--- src/smpq_pkg.sv ---
// smpq_pkg: operation and status codes and fixed field widths of the sorted min priority queue.
// No dependencies; used by the channel interfaces and the top level.
`timescale 1ns / 1ps
`default_nettype none

package smpq_pkg;

   localparam int OP_W     = 2;
   localparam int STATUS_W = 3;
   localparam int COUNT_W  = 5;
   localparam int CAP_W    = 5;

   typedef logic [OP_W-1:0]     op_type;
   typedef logic [STATUS_W-1:0] status_type;
   typedef logic [COUNT_W-1:0]  count_type;
   typedef logic [CAP_W-1:0]    cap_type;

   localparam op_type OP_INSERT = 2'd0;
   localparam op_type OP_GET    = 2'd1;
   localparam op_type OP_CREATE = 2'd2;
   localparam op_type OP_DELETE = 2'd3;

   localparam status_type ST_OK          = 3'd0;
   localparam status_type ST_FULL        = 3'd1;
   localparam status_type ST_EMPTY       = 3'd2;
   localparam status_type ST_NOT_CREATED = 3'd3;
   localparam status_type ST_ALREADY     = 3'd4;

   localparam cap_type CAP_RESET = 5'd16;

endpackage

`default_nettype wire

--- src/smpq_req_if.sv ---
// smpq_req_if: request channel of the priority queue (operation and value).
// Depends on smpq_pkg.
`timescale 1ns / 1ps
`default_nettype none

interface smpq_req_if #(
   parameter int VALUE_WIDTH = 8
);
   import smpq_pkg::*;

   logic                   valid;
   logic                   ready;
   op_type                 op;
   logic [VALUE_WIDTH-1:0] value;

   modport source (output valid, output op, output value, input ready);
   modport sink   (input valid, input op, input value, output ready);
endinterface

`default_nettype wire

--- src/smpq_rsp_if.sv ---
// smpq_rsp_if: response channel of the priority queue (status, value, count, flags).
// Depends on smpq_pkg.
`timescale 1ns / 1ps
`default_nettype none

interface smpq_rsp_if #(
   parameter int VALUE_WIDTH = 8
);
   import smpq_pkg::*;

   logic                   valid;
   logic                   ready;
   status_type             status;
   logic [VALUE_WIDTH-1:0] value_out;
   count_type              count;
   logic                   full_res;
   logic                   empty_res;

   modport source (output valid, output status, output value_out, output count,
                   output full_res, output empty_res, input ready);
   modport sink   (input valid, input status, input value_out, input count,
                   input full_res, input empty_res, output ready);
endinterface

`default_nettype wire

--- src/smpq_csr_if.sv ---
// smpq_csr_if: write channel for the capacity register.
// Depends on smpq_pkg.
`timescale 1ns / 1ps
`default_nettype none

interface smpq_csr_if;
   import smpq_pkg::*;

   logic    valid;
   logic    ready;
   cap_type data;

   modport source (output valid, output data, input ready);
   modport sink   (input valid, input data, output ready);
endinterface

`default_nettype wire

--- src/sorted_min_priority_queue.sv ---
// sorted_min_priority_queue: bounded min-first queue kept sorted in a circular memory.
// Depends on smpq_pkg, smpq_req_if, smpq_rsp_if, smpq_csr_if.
//
//   channel   direction  handshake      payload
//   req_ch    in         valid/ready    op, value
//   rsp_ch    out        valid/ready    status, value_out, count, full_res, empty_res
//   csr_ch    in         valid/ready    data (capacity, always ready)
//
// Create, delete and any failing request answer straight from the idle state; get does one
// memory read first. Insert walks down from the tail and moves each held value greater than
// the new one up by one place, then writes the new value into the hole that is left; an empty
// queue takes the new value at once. Each shifted value costs one read and one write-back.
// Synchronous active-high reset; no clearing pass, the store is only read where written.
// One request is in work at a time; a waiting response blocks new requests only when the
// response slot is full and not being taken.
`timescale 1ns / 1ps
`default_nettype none

module sorted_min_priority_queue #(
   parameter int DEPTH       = 16,
   parameter int VALUE_WIDTH = 8
) (
   input  wire        clock,
   input  wire        reset,
   smpq_req_if.sink   req_ch,
   smpq_rsp_if.source rsp_ch,
   smpq_csr_if.sink   csr_ch
);
   import smpq_pkg::*;

   localparam int AW = (DEPTH > 1) ? $clog2(DEPTH) : 1;
   localparam int SW = ((AW > COUNT_W) ? AW : COUNT_W) + 1;
   localparam cap_type CAP_MAX = CAP_W'((DEPTH < 31) ? DEPTH : 31);

   localparam logic [1:0] S_IDLE    = 2'd0;
   localparam logic [1:0] S_INS_RD  = 2'd1;
   localparam logic [1:0] S_INS_CMP = 2'd2;
   localparam logic [1:0] S_GET     = 2'd3;

   logic [1:0]             state_ff, state_in;
   logic                   defined_ff, defined_in;
   count_type              held_ff, held_in;
   cap_type                cap_ff, cap_in;
   cap_type                capacity_ff, capacity_in;
   logic [AW-1:0]          head_ff, head_in;
   count_type              idx_ff, idx_in;
   logic [VALUE_WIDTH-1:0] val_ff, val_in;

   logic                   rsp_valid_ff, rsp_valid_in;
   status_type             status_ff, status_in;
   logic [VALUE_WIDTH-1:0] vout_ff, vout_in;
   count_type              count_ff, count_in;
   logic                   full_ff, full_in;
   logic                   empty_ff, empty_in;

   logic [VALUE_WIDTH-1:0] entries_mem [DEPTH];
   logic [VALUE_WIDTH-1:0] rd_data_ff;
   logic                   wr_en, rd_en;
   logic [AW-1:0]          wr_addr, rd_addr;
   logic [VALUE_WIDTH-1:0] wr_data;

   logic                   req_fire;
   logic                   load_rsp;
   status_type             st_n;
   logic [VALUE_WIDTH-1:0] vout_n;

   // queue position -> memory address, wrapping at DEPTH
   function automatic logic [AW-1:0] phys_addr(input logic [AW-1:0] base,
                                               input count_type ofs);
      logic [SW-1:0] sum;
      sum = SW'(base) + SW'(ofs);
      if (sum >= SW'(DEPTH))
         sum = sum - SW'(DEPTH);
      return sum[AW-1:0];
   endfunction

   assign csr_ch.ready = 1'b1;
   assign req_ch.ready = (state_ff == S_IDLE) && (!rsp_valid_ff || rsp_ch.ready);
   assign req_fire     = req_ch.valid && req_ch.ready;

   assign rsp_ch.valid     = rsp_valid_ff;
   assign rsp_ch.status    = status_ff;
   assign rsp_ch.value_out = vout_ff;
   assign rsp_ch.count     = count_ff;
   assign rsp_ch.full_res  = full_ff;
   assign rsp_ch.empty_res = empty_ff;

   always_comb begin
      state_in     = state_ff;
      defined_in   = defined_ff;
      held_in      = held_ff;
      cap_in       = cap_ff;
      capacity_in  = (csr_ch.valid && csr_ch.ready) ? csr_ch.data : capacity_ff;
      head_in      = head_ff;
      idx_in       = idx_ff;
      val_in       = val_ff;
      rsp_valid_in = rsp_valid_ff && !rsp_ch.ready;
      status_in    = status_ff;
      vout_in      = vout_ff;
      count_in     = count_ff;
      full_in      = full_ff;
      empty_in     = empty_ff;
      wr_en        = 1'b0;
      wr_addr      = '0;
      wr_data      = '0;
      rd_en        = 1'b0;
      rd_addr      = '0;
      load_rsp     = 1'b0;
      st_n         = ST_OK;
      vout_n       = '0;

      unique case (state_ff)
         S_IDLE: begin
            if (req_fire) begin
               unique case (req_ch.op)
                  OP_INSERT: begin
                     if (!defined_ff) begin
                        st_n     = ST_NOT_CREATED;
                        load_rsp = 1'b1;
                     end else if (held_ff >= cap_ff) begin
                        st_n     = ST_FULL;
                        load_rsp = 1'b1;
                     end else begin
                        val_in   = req_ch.value;
                        idx_in   = held_ff;
                        state_in = S_INS_RD;
                     end
                  end
                  OP_GET: begin
                     if (!defined_ff) begin
                        st_n     = ST_NOT_CREATED;
                        load_rsp = 1'b1;
                     end else if (held_ff == '0) begin
                        st_n     = ST_EMPTY;
                        load_rsp = 1'b1;
                     end else begin
                        rd_en    = 1'b1;
                        rd_addr  = head_ff;
                        state_in = S_GET;
                     end
                  end
                  OP_CREATE: begin
                     load_rsp = 1'b1;
                     if (defined_ff) begin
                        st_n = ST_ALREADY;
                     end else begin
                        defined_in = 1'b1;
                        held_in    = '0;
                        head_in    = '0;
                        if (capacity_ff == '0)
                           cap_in = CAP_W'(1);
                        else if (capacity_ff > CAP_MAX)
                           cap_in = CAP_MAX;
                        else
                           cap_in = capacity_ff;
                     end
                  end
                  OP_DELETE: begin
                     load_rsp = 1'b1;
                     if (!defined_ff) begin
                        st_n = ST_NOT_CREATED;
                     end else begin
                        defined_in = 1'b0;
                        held_in    = '0;
                        cap_in     = '0;
                     end
                  end
               endcase
            end
         end
         S_INS_RD: begin
            if (idx_ff == '0) begin
               wr_en    = 1'b1;
               wr_addr  = head_ff;
               wr_data  = val_ff;
               held_in  = held_ff + COUNT_W'(1);
               load_rsp = 1'b1;
               state_in = S_IDLE;
            end else begin
               rd_en    = 1'b1;
               rd_addr  = phys_addr(head_ff, idx_ff - COUNT_W'(1));
               state_in = S_INS_CMP;
            end
         end
         S_INS_CMP: begin
            // the hole sits at idx; the read of idx-1 never overlaps a pending write
            wr_en   = 1'b1;
            wr_addr = phys_addr(head_ff, idx_ff);
            if (rd_data_ff > val_ff) begin
               wr_data  = rd_data_ff;
               idx_in   = idx_ff - COUNT_W'(1);
               state_in = S_INS_RD;
            end else begin
               wr_data  = val_ff;
               held_in  = held_ff + COUNT_W'(1);
               load_rsp = 1'b1;
               state_in = S_IDLE;
            end
         end
         S_GET: begin
            vout_n   = rd_data_ff;
            head_in  = phys_addr(head_ff, COUNT_W'(1));
            held_in  = held_ff - COUNT_W'(1);
            load_rsp = 1'b1;
            state_in = S_IDLE;
         end
         default: state_in = S_IDLE;
      endcase

      if (load_rsp) begin
         rsp_valid_in = 1'b1;
         status_in    = st_n;
         vout_in      = vout_n;
         count_in     = held_in;
         full_in      = defined_in && (held_in == count_type'(cap_in));
         empty_in     = !defined_in || (held_in == '0);
      end
   end

   always_ff @(posedge clock) begin
      if (reset) begin
         state_ff     <= S_IDLE;
         defined_ff   <= 1'b0;
         held_ff      <= '0;
         cap_ff       <= '0;
         capacity_ff  <= CAP_RESET;
         head_ff      <= '0;
         rsp_valid_ff <= 1'b0;
      end else begin
         state_ff     <= state_in;
         defined_ff   <= defined_in;
         held_ff      <= held_in;
         cap_ff       <= cap_in;
         capacity_ff  <= capacity_in;
         head_ff      <= head_in;
         rsp_valid_ff <= rsp_valid_in;
      end
   end

   always_ff @(posedge clock) begin
      idx_ff    <= idx_in;
      val_ff    <= val_in;
      status_ff <= status_in;
      vout_ff   <= vout_in;
      count_ff  <= count_in;
      full_ff   <= full_in;
      empty_ff  <= empty_in;
   end

   always_ff @(posedge clock) begin
      if (wr_en)
         entries_mem[wr_addr] <= wr_data;
      if (rd_en)
         rd_data_ff <= entries_mem[rd_addr];
   end

   // an undefined queue holds nothing
   a_undef_empty: assert property (@(posedge clock) disable iff (reset)
      !defined_ff |-> (held_ff == '0))
      else $error("entries held while queue not created");

   a_held_le_cap: assert property (@(posedge clock) disable iff (reset)
      defined_ff |-> (held_ff <= cap_ff))
      else $error("held count above latched capacity");

   // the response slot stays free while a request is in work
   a_slot_free: assert property (@(posedge clock) disable iff (reset)
      (state_ff != S_IDLE) |-> !rsp_valid_ff)
      else $error("response pending during multi-cycle request");

   a_get_dec: assert property (@(posedge clock) disable iff (reset)
      (state_ff == S_GET) |=> (held_ff == $past(held_ff) - COUNT_W'(1)) && rsp_valid_ff)
      else $error("get did not remove exactly one entry");

   a_cmp_after_rd: assert property (@(posedge clock) disable iff (reset)
      (state_ff == S_INS_CMP) |-> ($past(state_ff) == S_INS_RD))
      else $error("compare step without preceding read");

endmodule

`default_nettype wire
--- src/flat_wrapper.sv ---
// flat-port wrapper written by rule: the top's interface ports become plain ports
module sorted_min_priority_queue_flat import smpq_pkg::*;
#(
   parameter int DEPTH       = 16,
   parameter int VALUE_WIDTH = 8
)
  (clock, reset, req_ch_valid, req_ch_op, req_ch_value, req_ch_ready, rsp_ch_valid, rsp_ch_status, rsp_ch_value_out, rsp_ch_count, rsp_ch_full_res, rsp_ch_empty_res, rsp_ch_ready, csr_ch_valid, csr_ch_data, csr_ch_ready);
  smpq_req_if #(.VALUE_WIDTH(VALUE_WIDTH)) req_ch_i ();
  smpq_rsp_if #(.VALUE_WIDTH(VALUE_WIDTH)) rsp_ch_i ();
  smpq_csr_if csr_ch_i ();
  input  wire clock;
  input  wire reset;
  input wire logic [$bits(req_ch_i.valid)-1:0] req_ch_valid;
  input wire logic [$bits(req_ch_i.op)-1:0] req_ch_op;
  input wire logic [$bits(req_ch_i.value)-1:0] req_ch_value;
  output wire logic [$bits(req_ch_i.ready)-1:0] req_ch_ready;
  output wire logic [$bits(rsp_ch_i.valid)-1:0] rsp_ch_valid;
  output wire logic [$bits(rsp_ch_i.status)-1:0] rsp_ch_status;
  output wire logic [$bits(rsp_ch_i.value_out)-1:0] rsp_ch_value_out;
  output wire logic [$bits(rsp_ch_i.count)-1:0] rsp_ch_count;
  output wire logic [$bits(rsp_ch_i.full_res)-1:0] rsp_ch_full_res;
  output wire logic [$bits(rsp_ch_i.empty_res)-1:0] rsp_ch_empty_res;
  input wire logic [$bits(rsp_ch_i.ready)-1:0] rsp_ch_ready;
  input wire logic [$bits(csr_ch_i.valid)-1:0] csr_ch_valid;
  input wire logic [$bits(csr_ch_i.data)-1:0] csr_ch_data;
  output wire logic [$bits(csr_ch_i.ready)-1:0] csr_ch_ready;
  assign req_ch_i.valid = req_ch_valid;
  assign req_ch_i.op = req_ch_op;
  assign req_ch_i.value = req_ch_value;
  assign req_ch_ready = req_ch_i.ready;
  assign rsp_ch_valid = rsp_ch_i.valid;
  assign rsp_ch_status = rsp_ch_i.status;
  assign rsp_ch_value_out = rsp_ch_i.value_out;
  assign rsp_ch_count = rsp_ch_i.count;
  assign rsp_ch_full_res = rsp_ch_i.full_res;
  assign rsp_ch_empty_res = rsp_ch_i.empty_res;
  assign rsp_ch_i.ready = rsp_ch_ready;
  assign csr_ch_i.valid = csr_ch_valid;
  assign csr_ch_i.data = csr_ch_data;
  assign csr_ch_ready = csr_ch_i.ready;
  sorted_min_priority_queue #(.DEPTH(DEPTH), .VALUE_WIDTH(VALUE_WIDTH)) u_core (.clock(clock), .reset(reset), .req_ch(req_ch_i), .rsp_ch(rsp_ch_i), .csr_ch(csr_ch_i));
endmodule
--- config.mk ---
export PLATFORM = sky130hd
export DESIGN_NAME = sorted_min_priority_queue_flat
export DESIGN_NICKNAME = d
export VERILOG_FILES = /design/src/smpq_pkg.sv /design/src/smpq_req_if.sv /design/src/smpq_rsp_if.sv /design/src/smpq_csr_if.sv /design/src/sorted_min_priority_queue.sv /design/src/flat_wrapper.sv
export SDC_FILE = /design/constraint.sdc
export NUM_CORES = 1
export LEC_CHECK = 0
export ABC_AREA = 1
export BUFFER_PORTS_ARGS = -buffer_cell sky130_fd_sc_hd__buf_4
export CAP_MARGIN = 20
export CORE_ASPECT_RATIO = 0.7
export CORE_MARGIN = 4
export CORE_UTILIZATION = 55
export DETAILED_ROUTE_END_ITERATION = 6
export PLACE_DENSITY = 0.69
export REMOVE_ABC_BUFFERS = 1
export SLEW_MARGIN = 5
export SYNTH_ARGS = -nofsm -noshare
export SYNTH_HDL_FRONTEND = slang
export SYNTH_SLANG_ARGS = --single-unit
export TNS_END_PERCENT = 10
--- constraint.sdc ---
create_clock -name clock -period 4.25 [get_ports clock]
set_input_delay 0.85 -clock clock [delete_from_list [all_inputs] [get_ports clock]]
set_output_delay 0.85 -clock clock [all_outputs]
set_load 0.05 [all_outputs]
# Yosys cells after proc, flatten, opt, wreduce, memory -nomap -nowiden
# Memory sizes are Yosys's and may differ from the RTL's. A register that Yosys moved wholly into a read port is not among the register bits.
# Cells that the tools add are included.
dict set report op_classes {
  n_eq_ne 19
  n_reduce_logical 23
  order_cmp 6
  bitwise_logic 1
  n_addsub 9
  muxes 76
}
# cell count
set op_table {}
lappend op_table {{5-bit two-way mux} 16}
lappend op_table {{4-bit two-way mux} 12}
lappend op_table {{5-bit one-hot mux with 2 select lines} 3}
lappend op_table {{4-bit one-hot mux with 2 select lines} 3}
lappend op_table {{5-bit zero test} 4}
lappend op_table {{5-bit one-hot mux with 4 select lines} 1}
lappend op_table {{1-bit two-way mux} 19}
lappend op_table {{2-bit two-way mux} 8}
lappend op_table {{8-bit two-way mux} 2}
lappend op_table {{8-bit one-hot mux with 2 select lines} 1}
lappend op_table {{4-bit by 5-bit adder with 6-bit output} 2}
lappend op_table {{6-bit by 5-bit greater-or-equal comparator with 1-bit output (second input constant)} 2}
lappend op_table {{3-bit one-hot mux with 4 select lines} 1}
lappend op_table {{6-bit AND reduction} 2}
lappend op_table {{4-bit by 1-bit subtractor with 4-bit output (second input constant)} 3}
lappend op_table {{5-bit by 1-bit subtractor with 5-bit output (second input constant)} 2}
lappend op_table {{3-bit two-way mux} 3}
lappend op_table {{3-bit inequality test (second input constant)} 3}
lappend op_table {{2-bit equality test (second input constant)} 4}
lappend op_table {{8-bit > comparator} 1}
lappend op_table {{2-bit inequality test (second input constant)} 4}
lappend op_table {{2-bit one-hot mux with 4 select lines} 1}
lappend op_table {{2-bit by 1-bit inequality test with 1-bit output (second input constant)} 3}
lappend op_table {{3-bit by 2-bit inequality test with 1-bit output (second input constant)} 2}
lappend op_table {{other kinds (21)} 32}
dict set report word_totals {
  input_bits 20
  memories 1
  out_inout_bits 21
  elab_cells 149
  ramBits 128
  reg_bits 54
}
# memory depth width rd rd_ports_with_merged_regs wr line_no
set memory_table {}
lappend memory_table {u_core.entries_mem 16 8 1 1 1 sorted_min_priority_queue.sv:56} ;# logic [VALUE_WIDTH-1:0] entries_mem [DEPTH];

# Depth between registers and ports, before layout
# Gate-level depths: netlist of run 1.
dict set report depth {
  depth_word 9
  depth_mapped 20
  ltp_nobuf 20
}

# Worst setup path after synthesis of run 1
# Ideal clock, no wire load.
dict set report synth_path {
  path_kind {input to register}
  from {in rsp_ch_ready}
  to {reg u_core.rd_data_ff[7], read port of u_core.entries_mem, data pin}
  path_buffers 2
  setup_time_ns 0.254
  t_arrival_ns 2.345
  cell_stages 13
  t_required_ns 3.996
  slack_ns 1.651
  cell_sequence {nor2_1 > nor2_4 > nand2_4 > clkinv_2 > nand3_2 > o21ai_2 > buf_6 > buf_4 > nand2_1 > o211ai_1 > nand3_1 > nand3_1 > nand2_1}
}
dict set report synth_via {
  elab_chain_cells 5
  elab_cells_between_ends 7
  cone_classes {mux (4); reduce/logical (3)}
}
# element line_no
set synth_lines {}
lappend synth_lines {{start: declaration} flat_wrapper.sv:23} ;# input wire logic [$bits(rsp_ch_i.ready)-1:0] rsp_ch_ready;
lappend synth_lines {{1-bit logical OR (*)} sorted_min_priority_queue.sv:78} ;# assign req_ch.ready = (state_ff == S_IDLE) && (!rsp_valid_ff || rsp_ch.ready);
lappend synth_lines {{1-bit logical AND (*)} sorted_min_priority_queue.sv:78}
lappend synth_lines {{net req_ch_ready} flat_wrapper.sv:16} ;# output wire logic [$bits(req_ch_i.ready)-1:0] req_ch_ready;
lappend synth_lines {{1-bit logical AND (*)} sorted_min_priority_queue.sv:79} ;# assign req_fire = req_ch.valid && req_ch.ready;
lappend synth_lines {{4-bit two-way mux / 1-bit two-way mux (equally long branches)} sorted_min_priority_queue.sv:114} ;# if (req_fire) begin
lappend synth_lines {{4-bit one-hot mux with 2 select lines / 1-bit one-hot mux with 2 select lines (equally long branches)} sorted_min_priority_queue.sv:112} ;# unique case (state_ff)
lappend synth_lines {{end: declaration} sorted_min_priority_queue.sv:57} ;# logic [VALUE_WIDTH-1:0] rd_data_ff;
# Mark *: on every way through the listed nets, which the timed path passes. The rest lies on a longest branch.
# A chain may end at the register's enable or synchronous reset.

# Worst setup path in the final report of run 1
dict set report layout_path {
  from {reg u_core.state_ff[0]}
  to {reg u_core.rd_data_ff[1], read port of u_core.entries_mem, data pin}
}
dict set report layout_via {
  elab_chain_cells 5
  elab_cells_between_ends 8
  cone_classes {eq/ne (1); mux (4); reduce/logical (3)}
}
# element line_no
set layout_lines {}
lappend layout_lines {{start: declaration} sorted_min_priority_queue.sv:40} ;# logic [1:0] state_ff, state_in;
lappend layout_lines {{start signal: assignment} sorted_min_priority_queue.sv:230} ;# state_ff <= state_in;
lappend layout_lines {{2-bit zero test} {sorted_min_priority_queue.sv:78, sorted_min_priority_queue.sv:112}}
lappend layout_lines {{1-bit logical AND} sorted_min_priority_queue.sv:78}
lappend layout_lines {{1-bit logical AND} sorted_min_priority_queue.sv:79}
lappend layout_lines {{4-bit two-way mux / 1-bit two-way mux (equally long branches)} sorted_min_priority_queue.sv:114}
lappend layout_lines {{4-bit one-hot mux with 2 select lines / 1-bit one-hot mux with 2 select lines (equally long branches)} sorted_min_priority_queue.sv:112}
# Several ways; a longest one is shown, not always the timed one.

==> results of run 1 <==
[power by group through the flow]
stage | clock network [uW] | registers [uW] | logic (uW)
floorplan | 0 | 2580 | 948
global placement | 0 | 2380 | 1630
detailed placement | 0 | 2390 | 1650
CTS | 1630 | 2340 | 1660
global route | 1720 | 2360 | 1830
finish | 1610 | 2350 | 1680
[sequential cells by signal, summed over array words and instances (netlist names)]
name	flops
u_core.state_ff	2
u_core.capacity_ff	5
u_core.rsp_ch.value_out	8
u_core.rsp_ch.empty_res	1
u_core.entries_mem	128
u_core.rsp_ch.full_res	1
u_core.val_ff	8
u_core.held_ff	5
u_core.cap_ff	5
u_core.idx_ff	5
u_core.rsp_ch.valid	1
u_core.rsp_ch.status	3
u_core.rd_data_ff	8
u_core.head_ff	4
u_core.defined_ff	1
u_core.rsp_ch.count	5
[cell type report]
class	instances	area [um2]	area share
clock buffer	17	425.4	0.04165
clock inverter	15	173.9	0.01703
sequential	190	5475	0.5361
inverter	153	575.6	0.05635
tap	225	281.5	0.02756
multi-input combinational	517	2829	0.2770
timing repair buffer	57	452.9	0.04435
[metrics by stage]
stage	util	hold slack, ps	setup WS [ps]	instance area, um2
6_report	0.6286	486.1	898.5	10210
5_1_grt	0.6286	506.0	675.5	10210
4_1_cts	0.6286	483.9	983.9	10210
3_5_place_dp	0.5917	475.9	1004	9614
3_3_place_gp	0.5917	478.9	1037	9614
2_1_floorplan	-	429.6	-475.1	8872
[worst paths after layout]
path / from / end / cells past startpoint
setup / recovery: u_core.state_ff[0]$_SDFFE_PP0P_ / u_core.rd_data_ff[1]$_DFFE_PP_ / 14
hold / removal: u_core.capacity_ff[3]$_SDFFE_PP0P_ / u_core.capacity_ff[3]$_SDFFE_PP0P_ / 2
setup reg to reg: u_core.state_ff[0]$_SDFFE_PP0P_ / u_core.rd_data_ff[1]$_DFFE_PP_ / 14
hold reg to reg: u_core.capacity_ff[3]$_SDFFE_PP0P_ / u_core.capacity_ff[3]$_SDFFE_PP0P_ / 2
[per-layer routing]
metal	global-route usage	part of all wire
met5	0	0
met4	0.05803	0.0081
met3	0.05546	0.096
met2	0.3125	0.40
met1	0.3780	0.49
[logic make-up (layout without fill, tap and decap cells)]
kind of cell             Yosys count  after routing
flip-flops                       190            190
adder cells (fa/ha/maj)           30             30
other                              1              1
XOR/XNOR                           9              9
buffers and inverters            187            242
AND/OR/NAND/NOR                  304            304
AO/OA/AOI/OAI                    173            173
[cells in the final DEF (no fill, tap or decap), types with 2 or more instances in the layout]
cell	Yosys	layout
nand3_1	77	77
a21oi_2	2	2
inv_8	0	3
inv_6	0	4
inv_2	4	4
clkbuf_16	0	17
o22ai_1	7	7
a21o_1	2	2
fa_1	2	2
nand2_1	135	135
o21a_1	2	2
o21ai_0	28	28
dfxtp_1	23	23
a211oi_1	3	3
nand2_4	2	2
nand3_2	3	3
nand4_1	5	5
xor2_1	8	8
a22oi_1	2	2
buf_4	5	55
a21oi_1	58	58
clkinv_2	1	3
nor2_2	4	4
o21ai_1	27	27
nand2_2	3	3
ha_1	28	28
nor2_1	64	64
a31oi_1	3	3
edfxtp_1	167	167
inv_1	147	147
o211ai_1	33	33
clkinv_8	0	3
nor3_1	6	6
buf_12	0	2
[worst reg2reg max path: stages (launching register included)]
cell and delay (ps):
dfxtp_1 340, inv_1 100, ha_1 360, inv_2 200, nor2_4 180, nand2_4 90
clkinv_2 100, nand3_2 170, o21ai_4 620, buf_4 400, nand2_1 100, o211ai_1 100
nand3_1 90, nand3_1 190, nand2_1 70
==> results.toml, run 1 <==
[power_and_ir_drop]
swShare = 0.3627
p_int_uw = 3591
p_comb_frac = 0.298
power_uw = 5634
p_sw_uw = 2043
seq_power_share = 0.416
power_density_nw_per_um2 = 551.7
p_leak_uw = 0.004166
clkPwrFrac = 0.286
irDropWorstVdd_mv = 0.2546

[finish]
areaGrowthSynthToFinish_pct = 12.19
final_cells = 1174
fill_cells = 1334
antenna_cells = 0
fin_nets = 986
drive_gt1_frac = 0.1201

[clock_tree]
tritoncts_num_sinks = 190
post-cts-setup-buffers = 0
cts_tree = "built"
htreeDepth = 4
post_cts_resized = 0
clkLatencyLatePin_ps = 430
cts_made_buffers = 17
cts_hold_buf = 0
cts_buffer_depth = 2
path_clk_slew_ps = 80
cts_root_buf = "clkbuf_16"

[global_route]
grt_util_all_layers = 0.2329
grt_pass1_vias = 5840
grt_max_degree = 65
antenna_found_initial = 0
gr-total-overflow = 0
grt_pass1_wl_um = 32720

[logic_synthesis]
synth_top_family_by_area = "simple AND/OR/NAND/NOR gates"
synth_edf_count = 167
ys_warn_count = 0
synth_compound_area_frac = 0.1120
async_flop_share = 0
post-synth-top-count-cell = "edfxtp_1"
synth_ff_type = "edfxtp_1"
muxShareOfSynthArea = 0
synth_top_area_share = 0.5509
synth_area_leaders = "edfxtp_1, inv_1, nand2_1, dfxtp_1, nand3_1"
synthCells = 894
synthAdderAreaFrac = 0.04288
ys_top_cells_by_count = "edfxtp_1, inv_1, nand2_1"
post_synth.cell_area_avg_um2 = 10.18
synth_area_leader_cell = "edfxtp_1"
seq_area_frac_synth = 0.6014
yosys.area_share.simple = 0.1460
syn-cell-area_um2 = 9104
ys_ff_latch = 190
synth_cell_types = 47
synth_xor_area_frac = 0.008659

[detailed_routing]
wl_per_cell_um = 17.97
finalWirelength_um = 21100
vias = 6429
drt_iter0_drc = 649
antenna_left = 0
vias_per_cell = 5.476
first_pass_iters = 5
drcViolationCount = 0

[floorplanning]
row_count = 39
start_util = 0.5603
die-area_um2 = 18710
die_h_um = 115.6
ios = 41
core_area_um2 = 16250
dieWidth_um = 161.8

[placed_design]
place_congestion = 0.9461
dp_hpwl_um = 14660
dp_cells = 1142
port_buffers = 39

[worst_setup_path]
slowest_stage = "o21ai_4"
crit_fanout = 27
path_cells = "inv_1 > ha_1 > inv_2 > nor2_4 > nand2_4 > clkinv_2 > nand3_2 > o21ai_4 > buf_4 > nand2_1 > o211ai_1 > nand3_1 > nand3_1 > nand2_1"
cp.buffers_inverters = 4
required_ps = 4440
arrival_ps = 3540
worstSetupPathType = "flop to flop"
r2r_slack_ps = 900
critPathTopFamily = "simple AND/OR/NAND/NOR gates"
max_stage_delay_ps = 620
endpoint_kind = "flop"
startpoint_type = "flop"

[timing]
period_share = 0.7886
worstMarginPinSlew_ps = 975.9
report.final.slew_viol_count = 0
hold_viol = 0
max_freq_ghz = 0.2984
slew_headroom = 0.3476
final.setup.tns_ps = 0
layout_min_cycle_time_ps = 3351
rsz0062_at_grt = "no"
finalSetupViolCount = 0
final.setup_skew_ps = 9.814

[worst_hold_path]
hold_path.class = "flop to flop"

[run_status]
status = "finished clean"

[run]
cap_violations = 0
Power figures use the tool's default switching activity.
==> inputs of run 2 (changes only) <==
==> constraint.sdc (replaced) <==
create_clock -name clock -period 3.1 [get_ports clock]
set_input_delay 0.62 -clock clock [delete_from_list [all_inputs] [get_ports clock]]
set_output_delay 0.62 -clock clock [all_outputs]
set_load 0.05 [all_outputs]
==> run 2 against run 1 <==
Against the previous run: critical endpoint is now u_core.entries_mem[11][7]$_DFFE_PP_; non-clock buffer count increased by 19; maximum frequency increased by 19%; cell area increased by 1.6%; worst setup slack got worse by 620 ps; clock skew increased by 1.5 ps; critical path depth decreased by 5; sequential share of layout area decreased by 0.82 points.
==> results.toml, run 2 (synthesis results as in run 1) <==
[worst_setup_path]
worstSetupPathType = "flop to flop"
worstReg2RegStart = "u_core.idx_ff[1]$_DFFE_PP_"
cp-startpoint = "u_core.idx_ff[1]$_DFFE_PP_"
arrival_ps = 2960
startpoint_type = "flop"
endpoint_kind = "flop"
crit_fanout = 6
required_ps = 3240

[global_route]
use_met2 = 0.3120
met3_usage = 0.05332
gr-total-overflow = 0
use_met1 = 0.3747
grt_util_all_layers = 0.2305
grt_max_degree = 103
grt_pass1_wl_um = 32930
grt_busiest_layer = "met1"
grt_pass1_vias = 5972
antenna_found_initial = 0

[power_and_ir_drop]
seq_power_share = 0.412
power_density_nw_per_um2 = 749.8
p_leak_uw = 0.004255
power_uw = 7778
swShare = 0.3537
p_int_uw = 5027
irDropWorstVdd_mv = 0.4000
p_comb_frac = 0.305
clkPwrFrac = 0.283
p_sw_uw = 2751

[clock_tree]
htreeDepth = 4
post_cts_resized = 0
cts_hold_buf = 0
cts_made_buffers = 17
tritoncts_num_sinks = 190
post-cts-setup-buffers = 0
cts_root_buf = "clkbuf_16"
clkLatencyLatePin_ps = 430
cts_tree = "built"
cts_buffer_depth = 2
path_clk_slew_ps = 70

[placed_design]
port_buffers = 39
placed_area_um2 = 9762
dp_hpwl_um = 14410
preCtsSetupSlack_ps = 181.7
place_congestion = 0.9496
dp_cells = 1160

[timing]
max_freq_ghz = 0.3539
finalSetupViolCount = 0
report.final.slew_viol_count = 0
period_share = 0.9114
post-route-worst-setup-slack_ps = 274.7
final.setup_skew_ps = 11.27
layout_min_cycle_time_ps = 2825
worstMarginPinSlew_ps = 595.5
slew_headroom = 0.6030
rsz0062_at_grt = "no"
final.setup.tns_ps = 0
hold_viol = 0

[detailed_routing]
drcViolationCount = 0
finalWirelength_um = 20650
antenna_left = 0
wl_per_cell_um = 17.31
first_pass_iters = 5
vias_per_cell = 5.421
drt_iter0_drc = 731
vias = 6467

[floorplanning]
ios = 41
dieWidth_um = 161.8
die-area_um2 = 18710
row_count = 39
start_util = 0.5603
die_h_um = 115.6
core_area_um2 = 16250

[finish]
fin_nets = 1005
drive_gt1_frac = 0.1426
largest_reg_flops = 128
antenna_cells = 0
final_area_um2 = 10370
final_common_cell = "edfxtp_1"
areaGrowthSynthToFinish_pct = 13.94
final_cell_mix = "edfxtp_1, inv_1, nand2_1"
final_cells = 1193
regMostFlops = "u_core.entries_mem"

[worst_hold_path]
min_from = "req_ch_value[4]"
hold_path.class = "primary input to flop"

[run_status]
status = "finished clean"

[run]
cap_violations = 0
==> run 2: cell types whose count changed in the layout (fill, tap and decap cells not counted), moves of 2 or more <==
cell        previous run  this run
buf_4                 55        72
clkinv_8               3         0
clkinvlp_4             1         3
nor2_1                64        58
nor2_2                 4        10
==> run 2: final timing paths <==
kind | end | slack, ps | cells past startpoint
setup reg to reg | u_core.entries_mem[11][7]$_DFFE_PP_ | 270 | 9
hold reg to reg | u_core.capacity_ff[2]$_SDFFE_PP0P_ | 500 | 2
hold / removal | u_core.val_ff[4]$_DFFE_PP_ | 370 | 1
setup / recovery | u_core.entries_mem[11][7]$_DFFE_PP_ | 270 | 9
==> run 2: power by group through the flow <==
stage	clock (uW)	combinational (uW)	sequential, uW
floorplan	0	1300	3540
global placement	0	2310	3260
detailed placement	0	2340	3260
CTS	2220	2350	3200
global route	2320	2620	3230
finish	2200	2370	3210
==> run 2: layout make-up <==
| type | count | area, um2 |
|---|---|---|
| Timing Repair Buffer | 76 | 605.6 |
| Clock buffer | 18 | 429.2 |
| Sequential cell | 190 | 5475 |
| Inverter | 153 | 575.6 |
| Multi-Input combinational cell | 517 | 2848 |
| Tap cell | 225 | 281.5 |
| Clock inverter | 14 | 157.7 |
| Fill cell | 1312 | 5877 |
==> run 2: critical path, cell delays in order, from the launching register on <==
cell      delay, ps
edfxtp_1        410
inv_1           130
ha_1            200
nand2_1          80
or2_4           240
or2_1           320
o22ai_1         330
nand3_1         220
nor2_1          380
buf_4           240
==> run 2: metal layers <==
layer	vias to the layer above	part of all wire
li1	3166	-
met1	3068	0.51
met2	216	0.40
met3	17	0.088
met4	0	0.0093
met5	-	0
==> run 2: stage by stage <==
step | util | hold WS, ps
5_1_grt | 0.6383 | 359.8
4_1_cts | 0.6369 | 362.6
2_1_floorplan | - | 429.6
3_3_place_gp | 0.6008 | 477.1
3_5_place_dp | 0.6008 | 477.9
6_report | 0.6383 | 374.9
==> inputs of run 3 (changes only) <==
--- a/config.mk
+++ b/config.mk
@@ -12,6 +12,7 @@
 export CORE_MARGIN = 4
 export CORE_UTILIZATION = 55
 export DETAILED_ROUTE_END_ITERATION = 6
+export MAX_ROUTING_LAYER = met4
 export PLACE_DENSITY = 0.69
 export REMOVE_ABC_BUFFERS = 1
 export SLEW_MARGIN = 5
==> run 3 against run 2 <==
Against the previous run: maximum frequency is 2.2% lower; cell area hardly changed; clock power hardly changed; flip-flop and latch count stayed put; die area stayed put; worst setup slack worse by 63 ps; critical path type unchanged.
==> results.toml, run 3 (synthesis results as in run 1) <==
[finish]
areaGrowthSynthToFinish_pct = 13.87
drive_gt1_frac = 0.1375
final_cell_mix = "edfxtp_1, inv_1, nand2_1"
regMostFlops = "u_core.entries_mem"
final_common_cell = "edfxtp_1"
antenna_cells = 0
postLayoutCoreUtil = 0.6379
fin_nets = 1004
largest_reg_flops = 128

[worst_setup_path]
r2r_cells = 8
endpoint_kind = "flop"
cp-startpoint = "u_core.idx_ff[0]$_DFFE_PP_"
worstSetupPathType = "flop to flop"
crit_path_end = "u_core.entries_mem[2][4]$_DFFE_PP_"
r2r_slack_ps = 210
worstReg2RegEnd = "u_core.entries_mem[2][4]$_DFFE_PP_"
worstReg2RegStart = "u_core.idx_ff[0]$_DFFE_PP_"
arrival_ps = 2940
startpoint_type = "flop"
required_ps = 3150
crit_fanout = 8

[clock_tree]
cts_made_buffers = 17
cts_root_buf = "clkbuf_16"
cts_hold_buf = 0
post_cts_resized = 0
post-cts-setup-buffers = 0
clkLatencyLatePin_ps = 430
path_clk_slew_ps = 70
tritoncts_num_sinks = 190
cts_buffer_depth = 2
htreeDepth = 4
cts_tree = "built"

[timing]
max_freq_ghz = 0.3463
report.final.slew_viol_count = 0
hold_viol = 0
finalSetupViolCount = 0
worstMarginPinSlew_ps = 841.5
period_share = 0.9315
rsz0062_at_grt = "no"
slew_headroom = 0.4369
layout_min_cycle_time_ps = 2888
final.setup_skew_ps = 7.879

[floorplanning]
start_util = 0.5603
row_count = 39
core_area_um2 = 16250
die_h_um = 115.6
ios = 41
dieWidth_um = 161.8
die-area_um2 = 18710

[power_and_ir_drop]
p_sw_uw = 2748
seq_power_share = 0.412
p_comb_frac = 0.307
power_uw = 7775
swShare = 0.3534
clkPwrFrac = 0.281
p_leak_uw = 0.004259
irDropWorstVdd_mv = 0.3597
power_density_nw_per_um2 = 750.0
p_int_uw = 5027

[global_route]
grt_busiest_layer = "met1"
grt_max_degree = 78
antenna_found_initial = 0
gr-total-overflow = 0
grt_pass1_vias = 5911
met3_usage = 0.05617
use_met1 = 0.3720
grt_pass1_wl_um = 33290
use_met2 = 0.3231
grt_util_all_layers = 0.2413

[detailed_routing]
vias_per_cell = 5.456
antenna_left = 0
vias = 6504
wl_per_cell_um = 17.64
first_pass_iters = 5
drcViolationCount = 0
finalWirelength_um = 21030
drt_iter0_drc = 673

[placed_design]
dp_hpwl_um = 14510
port_buffers = 39
place_congestion = 0.9369

[worst_hold_path]
hold_path.class = "primary input to flop"

[run_status]
status = "finished clean"

[run]
cap_violations = 0
run 3: through the flow:
| step | instances | instance area [um2] | hold WS (ps) | setup WS, ps | setup TNS, ps |
|---|---|---|---|---|---|
| after floorplan | 860 | 8872 | 429.6 | -1565 | -12510 |
| after global placement | 1159 | 9767 | 478.1 | 291.7 | 0 |
| after detailed placement | 1159 | 9767 | 481.3 | 159.8 | 0 |
| after CTS | 1191 | 10350 | 359.0 | 124.9 | 0 |
| after global routing | 1192 | 10370 | 356.7 | 32.15 | 0 |
| final | 1192 | 10370 | 373.9 | 212.2 | 0 |
run 3: layout make-up:
class	instances	area, um2
clock buffers	18	429.2
clock inverters	14	153.9
fillers	1300	5883
inverters	153	575.6
multi-input cells	517	2840
flip-flops and latches	190	5475
well taps	225	281.5
repair buffers	75	610.6
run 3: power groups by stage:
| stage | Combinational (uW) | Sequential, uW | Clock, uW |
|---|---|---|---|
| floorplan | 1300 | 3540 | 0 |
| global placement | 2310 | 3250 | 0 |
| detailed placement | 2340 | 3260 | 0 |
| CTS | 2360 | 3200 | 2220 |
| global route | 2630 | 3220 | 2330 |
| finish | 2390 | 3200 | 2190 |
run 3: critical path, stage by stage, from the launching register on:
cell and delay, ps:
edfxtp_1 410, inv_1 120, ha_1 190, nand2_1 70, or2_4 240, or2_1 330, o22ai_1 250, nand3_1 200
nor2_1 700
run 3: layer usage:
metal	share of wire	up-vias	wire, um
met3	0.094	22	1980
met5	0	-	0
met4	0.011	0	240
met2	0.40	239	8510
met1	0.49	3078	10300
li1	-	3165	-
run 3: how the worst min path moves through the flow:
| stage | startpoint | endpoint | cells past startpoint |
|---|---|---|---|
| 2_1_floorplan | u_core.capacity_ff[4]$_SDFFE_PP1P_ | u_core.capacity_ff[4]$_SDFFE_PP1P_ | 2 |
| 3_3_place_gp | u_core.capacity_ff[3]$_SDFFE_PP0P_ | u_core.capacity_ff[3]$_SDFFE_PP0P_ | 2 |
| 3_5_place_dp | u_core.capacity_ff[2]$_SDFFE_PP0P_ | u_core.capacity_ff[2]$_SDFFE_PP0P_ | 2 |
| 4_1_cts | req_ch_value[4] | u_core.val_ff[4]$_DFFE_PP_ | 1 |
| 5_1_grt | req_ch_value[4] | u_core.val_ff[4]$_DFFE_PP_ | 1 |
| 6_report | req_ch_value[4] | u_core.val_ff[4]$_DFFE_PP_ | 1 |
